$ cat config.mk
export PLATFORM = sky130hd
export DESIGN_NAME = bfc_ctrl
export DESIGN_NICKNAME = d
export VERILOG_FILES = /design/src/bfc_pkg.sv /design/src/bfc_ctrl.sv
export SDC_FILE = /design/constraint.sdc
export NUM_CORES = 1
export LEC_CHECK = 0
export BUFFER_PORTS_ARGS = -buffer_cell sky130_fd_sc_hd__buf_2
export CAP_MARGIN = 5
export CORE_AREA = 3 3 43 45
export DETAILED_ROUTE_END_ITERATION = 8
export DIE_AREA = 0 0 46 48
export MAX_ROUTING_LAYER = met4
export PLACE_DENSITY_LB_ADDON = 0.3
export SETUP_SLACK_MARGIN = 0.05
export SYNTH_ARGS = -nofsm -noshare
export SYNTH_HDL_FRONTEND = slang
export SYNTH_SLANG_ARGS = --single-unit
$ cat constraint.sdc
create_clock -name clock -period 4.3 [get_ports clock]
set_clock_uncertainty 0.1 [all_clocks]
set_input_delay 0.43 -clock clock [delete_from_list [all_inputs] [get_ports clock]]
set_output_delay 0.43 -clock clock [all_outputs]
set_load 0.02 [all_outputs]
$ cat src/bfc_pkg.sv
package bfc_pkg;

   localparam int ADDR_BITS_DEFAULT = 10;

   localparam int FUNC_W   = 1;
   localparam int ORDER_W  = 4;
   localparam int ADDR_W   = 10;
   localparam int STATUS_W = 2;

   // widest bitmap row: 32 block bits per row
   localparam int MAX_COL_W = 5;

   localparam logic FUNC_INSERT = 1'b0;
   localparam logic FUNC_FETCH  = 1'b1;

   typedef enum logic [STATUS_W-1:0] {
      ST_LISTED = 2'd0,
      ST_END    = 2'd1,
      ST_ACCEPT = 2'd2,
      ST_REJECT = 2'd3
   } status_type;

   typedef enum logic [3:0] {
      S_CLEAR,
      S_IDLE,
      S_DECODE,
      S_OVL_RD,
      S_OVL_TEST,
      S_OCC,
      S_MRG_RD,
      S_MRG_TEST,
      S_SET,
      S_SCAN,
      S_RESP
   } state_type;

   typedef enum logic [2:0] {
      RD_NONE,
      RD_CUR,
      RD_BUDDY,
      RD_SCAN_FIRST,
      RD_SCAN_NEXT
   } rd_sel_type;

   typedef enum logic [2:0] {
      WR_NONE,
      WR_CLEAR,
      WR_OCC_SET,
      WR_BUDDY_CLR,
      WR_FREE_SET
   } wr_sel_type;

   typedef enum logic [2:0] {
      RES_NONE,
      RES_REJECT,
      RES_ACCEPT,
      RES_LISTED,
      RES_END
   } res_sel_type;

   typedef struct packed {
      logic        capture;
      logic        cursor_clear;
      logic        ord_load;
      logic        ord_inc;
      logic        ord_dec;
      rd_sel_type  rd_sel;
      wr_sel_type  wr_sel;
      res_sel_type res_sel;
      logic        out_load;
   } cmd_type;

   typedef struct packed {
      logic is_fetch;
      logic bad;
      logic at_top;
      logic at_k;
      logic cur_occ;
      logic cur_free;
      logic buddy_free;
      logic hit;
      logic row_last;
      logic clr_last;
      logic out_free;
   } sts_type;

endpackage

$ cat src/bfc_ctrl.sv
module bfc_ctrl import bfc_pkg::*; (
   input  logic    clock,
   input  logic    reset,
   input  logic    req_valid,
   output logic    req_ready,
   input  sts_type sts,
   output cmd_type cmd
);

   state_type state_ff;
   state_type state_in;

   always_ff @(posedge clock) begin
      if (reset) begin
         state_ff <= S_CLEAR;
      end else begin
         state_ff <= state_in;
      end
   end

   always_comb begin
      state_in         = state_ff;
      req_ready        = 1'b0;
      cmd.capture      = 1'b0;
      cmd.cursor_clear = 1'b0;
      cmd.ord_load     = 1'b0;
      cmd.ord_inc      = 1'b0;
      cmd.ord_dec      = 1'b0;
      cmd.rd_sel       = RD_NONE;
      cmd.wr_sel       = WR_NONE;
      cmd.res_sel      = RES_NONE;
      cmd.out_load     = 1'b0;

      case (state_ff)
         S_CLEAR: begin
            cmd.wr_sel = WR_CLEAR;
            if (sts.clr_last) begin
               state_in = S_IDLE;
            end
         end
         S_IDLE: begin
            req_ready = 1'b1;
            if (req_valid) begin
               cmd.capture = 1'b1;
               state_in    = S_DECODE;
            end
         end
         S_DECODE: begin
            if (sts.is_fetch) begin
               cmd.rd_sel = RD_SCAN_FIRST;
               state_in   = S_SCAN;
            end else begin
               cmd.cursor_clear = 1'b1;
               if (sts.bad) begin
                  cmd.res_sel = RES_REJECT;
                  state_in    = S_RESP;
               end else begin
                  cmd.ord_load = 1'b1;
                  state_in     = S_OVL_RD;
               end
            end
         end
         S_OVL_RD: begin
            cmd.rd_sel = RD_CUR;
            state_in   = S_OVL_TEST;
         end
         S_OVL_TEST: begin
            // own order: anything free inside the block; above: a free ancestor
            if (sts.at_k ? sts.cur_occ : sts.cur_free) begin
               cmd.res_sel = RES_REJECT;
               state_in    = S_RESP;
            end else if (sts.at_top) begin
               state_in = S_OCC;
            end else begin
               cmd.ord_inc = 1'b1;
               state_in    = S_OVL_RD;
            end
         end
         S_OCC: begin
            // mark the path down to the block's own order as occupied
            cmd.wr_sel = WR_OCC_SET;
            if (sts.at_k) begin
               state_in = S_MRG_RD;
            end else begin
               cmd.ord_dec = 1'b1;
            end
         end
         S_MRG_RD: begin
            if (sts.at_top) begin
               state_in = S_SET;
            end else begin
               cmd.rd_sel = RD_BUDDY;
               state_in   = S_MRG_TEST;
            end
         end
         S_MRG_TEST: begin
            if (sts.buddy_free) begin
               cmd.wr_sel  = WR_BUDDY_CLR;
               cmd.ord_inc = 1'b1;
               state_in    = S_MRG_RD;
            end else begin
               state_in = S_SET;
            end
         end
         S_SET: begin
            cmd.wr_sel  = WR_FREE_SET;
            cmd.res_sel = RES_ACCEPT;
            state_in    = S_RESP;
         end
         S_SCAN: begin
            if (sts.hit) begin
               cmd.res_sel = RES_LISTED;
               state_in    = S_RESP;
            end else if (sts.row_last) begin
               cmd.res_sel      = RES_END;
               cmd.cursor_clear = 1'b1;
               state_in         = S_RESP;
            end else begin
               cmd.rd_sel = RD_SCAN_NEXT;
            end
         end
         S_RESP: begin
            if (sts.out_free) begin
               cmd.out_load = 1'b1;
               state_in     = S_IDLE;
            end
         end
         default: begin
            state_in = S_CLEAR;
         end
      endcase
   end

endmodule

# [Yosys cells after proc, flatten, opt, wreduce, memory -nomap -nowiden]
# Cells that the tools add are included.
[word_totals] ramBits=0 out_inout_bits=16 rom_bits=0 n_memories=0 in_bits=14 regBits=4 latch_bits=0
[op_classes] addsub=0 shifts=0 muxes=44 multipliers=0 order_cmp=0 n_eq_ne=15 div_mod_pow=0 bitwise_logic=0 reduce_logical=2
[ops] operator="2-to-1 mux 4 bit" n=11
[ops] operator="one-hot mux 4 bit (11 select lines)" n=1
[ops] operator="one-hot mux 3 bit (4 select lines)" n=3
[ops] operator="2-to-1 mux 1 bit" n=18
[ops] operator="equality test 4 x 3 -> 1 bit (second input constant)" n=4
[ops] operator="2-to-1 mux 3 bit" n=5
[ops] operator="equality test 4 bit (second input constant)" n=3
[ops] operator="equality test 4 x 2 -> 1 bit (second input constant)" n=2
[ops] operator="2-to-1 mux 2 bit" n=4
[ops] operator="inequality test 2 bit (second input constant)" n=4
[ops] operator="AND reduction 5 bit" n=1
[ops] operator="equality test 4 x 1 -> 1 bit (second input constant)" n=1
[ops] operator="zero test 4 bit" n=1
[ops] operator="one-hot mux 1 bit (2 select lines)" n=2
[ops] operator="inequality test 3 bit (second input constant)" n=1

# [Longest topological paths before layout]
[depth] ltp_word=3 ltp_mapped=5

# [Least setup slack after synthesis]
# OpenSTA, ideal clock, no wires.
[synth_timing] path_type="register to output" start="register state_ff[1]" end="output port cmd[13] (netlist name)" stages_incl_launch_ff=4 path_slack_ps=2183 arrival_time_ps=1587 path_buffers=0 t_required_ps=3770 cell_sequence="dfxtp_1 -> nand2b_1 -> nor4_1 -> nand2b_1"
[synth_rtl] element="start, declared" line="bfc_ctrl.sv:10" source="state_type state_ff;"
[synth_rtl] element="start signal, assigned" line="bfc_ctrl.sv:17" source="state_ff <= state_in;"
[synth_rtl] element="end, declared" line="bfc_ctrl.sv:7" source="output cmd_type cmd"

==> results.json <==
{
  "slowest_delay_ns": 0.77,
  "synth_largest_type_area_fraction": 0.1296,
  "timing.critical_path.to_type": "output port",
  "cts_max_path_buffers": 2,
  "finalWorstPathRequiredPeriod_ns": 2.421,
  "clock.fmax_ghz": 0.4131,
  "via_count": 817,
  "num_rows": 14,
  "power.density_cell_area_nw_per_um2": 466.5,
  "ys_seq_elements": 4,
  "clkSinkCount": 4,
  "relSlewSlack": 0.5204,
  "final_max_slew_viol_count": 0,
  "drt_iter0_markers": 13,
  "cts_hold_repair.buffers": 0,
  "h_tree_levels": 1,
  "cts_resized": 0,
  "synth-warning-count": 0,
  "post-cts-setup-buffer-count": 0,
  "required_ns": 3.77,
  "grt_max_degree": 27,
  "avgViaCountPerCell": 5.920,
  "synth.distinct_cells": 37,
  "ys_seq_area_frac": 0.1296,
  "timing.final.hold_violations": 0,
  "grt_pass1_vias": 670,
  "timing.critical_path.buf_inv": 1,
  "worstHoldPathType": "primary input to flop",
  "wire_length_of_the_first_global_routing_pass_um": 2835,
  "run_status": "completed",
  "drcViolationCount": 0,
  "ant_nets": 0,
  "synth_top_cells_by_area": "sky130_fd_sc_hd__dfxtp_1 13%, sky130_fd_sc_hd__nand2b_1 9.1%, sky130_fd_sc_hd__nor2_1 8.5%, sky130_fd_sc_hd__a21oi_1 6.5%, sky130_fd_sc_hd__nor3_1 4.0%",
  "port_buffers": 29,
  "cts_buffers": 3,
  "synth-edff-count": 0,
  "hold_slack_ns": 0.3202,
  "yosys_most_used_dff": "sky130_fd_sc_hd__dfxtp_1",
  "peakVddDrop_v": 0.0001631,
  "setup-tns-final_ns": 0,
  "critPathArrivalTime_ns": 1.89,
  "synth_largest_area_cell": "sky130_fd_sc_hd__dfxtp_1",
  "total_power_uw": 361.9,
  "design.portCount": 30,
  "top_register": "state_ff",
  "layout_top_registers": "state_ff: 4 flops",
  "drtPass1Iterations": 4,
  "die-width_um": 46,
  "cts_tree": "done",
  "start_util": 0.4103,
  "dpl.cell_count": 135,
  "worstPathMaxFanout": 26,
  "fin_nets": 138,
  "syn-instance-count": 95,
  "overflow": 0,
  "syn_to_final_growth_pct": 25.51,
  "layout-drive-gt1-share": 0.2951,
  "clk-insertion-delay-late_ns": 0.24,
  "cts-root-buf": "sky130_fd_sc_hd__clkbuf_4",
  "critPathKind": "flop to output port",
  "chipHeight_um": 48,
  "hpwl_um": 1363,
  "wl_per_cell_um": 13.22,
  "synthesis.area_um2": 618.1,
  "final-setup-viol-count": 0,
  "postRouteWirelength_um": 1824,
  "final_instance_count_without_filler_cells": 138,
  "drv_cap": 0,
  "cts.reportedPaths.clkPinSlew_ns": 0.04,
  "rsz0062_at_grt": "no",
  "postSynthAreaPerCell_um2": 6.506,
  "routabilityCongestion": 0.8039,
  "largest_reg_flops": 4,
  "tightestPinTransition_ns": 0.7185,
  "async_reset_ff_frac": 0,
  "num-fill-cells": 157,
  "worst_path_max_delay_cell": "sky130_fd_sc_hd__dfxtp_1",
  "postSynthNetCount": 109,
  "layout_worst_path_cycle_share": 0.5629,
  "critPathTopFamily": "flip-flops",
  "timing.critical_path.cells": "nand2b_1, nor4_1, buf_2",
  "grt_usage": 0.1815,
  "post-place-ws_ns": 2.145,
  "setup_slack_ns": 1.879,
  "antenna_found_initial": 0,
  "area_of_the_placeable_core_um2": 1506,
  "antennaDiodeCount": 0,
  "static-leakage-power_uw": 0.0003624,
  "die_footprint_um2": 2208,
  "critPathLaunchType": "flop"
}
==> worst register-to-register path: cells and delay by family (launching register included) <==
family | cells | cell delay (ns)
AO/OA/AOI/OAI | 3 | 0.43
flip-flops | 1 | 0.77
AND/OR/NAND/NOR | 1 | 0.64
==> cells in the mapped netlist, types with 2 or more instances <==
cell                       instances
sky130_fd_sc_hd__a21oi_1           8
sky130_fd_sc_hd__o32ai_1           2
sky130_fd_sc_hd__mux2i_1           2
sky130_fd_sc_hd__nand2b_1          9
sky130_fd_sc_hd__nor2_1           14
sky130_fd_sc_hd__nor4_1            4
sky130_fd_sc_hd__nor3_1            5
sky130_fd_sc_hd__o31ai_1           2
sky130_fd_sc_hd__nand2_1           5
sky130_fd_sc_hd__o21ai_0           3
sky130_fd_sc_hd__nor2b_1           2
sky130_fd_sc_hd__o22ai_1           2
sky130_fd_sc_hd__buf_2             3
sky130_fd_sc_hd__dfxtp_1           4
sky130_fd_sc_hd__inv_1             6
sky130_fd_sc_hd__a211oi_1          3
==> layer usage <==
| layer | global-route usage | part of all wire | up-vias |
|---|---|---|---|
| met3 | 0.01128 | 0.078 | 5 |
| met1 | 0.2215 | 0.42 | 369 |
| li1 | - | - | 410 |
| met5 | - | 0 | - |
| met2 | 0.3022 | 0.48 | 33 |
| met4 | 0.08523 | 0.017 | 0 |
==> area by class of cell <==
type                            count  area, um^2  area share
Clock buffer                        3       22.52     0.02903
Inverter                            6       22.52     0.02903
Multi-Input combinational cell     80       485.5      0.6258
Sequential cell                     4       80.08      0.1032
Tap cell                           16       20.02     0.02581
Timing Repair Buffer               29       145.1      0.1871
==> metrics by stage <==
stage	utilization	instance area, um^2
after floorplan	-	618.1
after global placement	0.5000	753.2
after detailed placement	0.5000	753.2
after CTS	0.5150	775.7
after global routing	0.5150	775.7
final	0.5150	775.7
==> worst paths after layout <==
path                       startpoint                       end  slack [ns]  cells after the start
min reg2reg  state_ff[3]$_SDFFE_PP0P_  state_ff[3]$_SDFFE_PP0P_        0.63                      2
max          state_ff[0]$_SDFFE_PP0P_                    cmd[9]        1.88                      3
max reg2reg  state_ff[0]$_SDFFE_PP0P_  state_ff[3]$_SDFFE_PP0P_        2.22                      4
min                             reset  state_ff[1]$_SDFFE_PP0P_        0.32                      2
==> cells in the final DEF (no fill, tap or decap), types with 2 or more instances in the layout <==
cell type                  synthesis  layout
sky130_fd_sc_hd__o31ai_1           2       2
sky130_fd_sc_hd__nand2_1           5       5
sky130_fd_sc_hd__nor2_1           14      14
sky130_fd_sc_hd__inv_1             6       6
sky130_fd_sc_hd__a211oi_1          3       3
sky130_fd_sc_hd__dfxtp_1           4       4
sky130_fd_sc_hd__nor3_1            5       5
sky130_fd_sc_hd__o22ai_1           2       2
sky130_fd_sc_hd__a21oi_1           8       8
sky130_fd_sc_hd__nor2b_1           2       2
sky130_fd_sc_hd__mux2i_1           2       2
sky130_fd_sc_hd__o21ai_0           3       3
sky130_fd_sc_hd__clkbuf_4          0       3
sky130_fd_sc_hd__o32ai_1           2       2
sky130_fd_sc_hd__nand2b_1          9       9
sky130_fd_sc_hd__buf_2             3      29
sky130_fd_sc_hd__nor4_1            4       4
==> where the power goes <==
part	switching (uW)	internal, uW
clock network	16.9	31.3
registers	46.2	47.2
logic	125	95.0
==> cells by family (layout without fill, tap and decap cells) <==
group | after synthesis | count (layout) | share of synthesized area
DFF | 4 | 4 | 0.1296
AOI/OAI and AO/OA | 27 | 27 | 0.2956
buffers and inverters | 11 | 38 | 0.08500
and+or+nand+nor | 50 | 50 | 0.4393
muxes | 3 | 3 | 0.05061
Note: power is estimated with default switching activity, not from simulation.
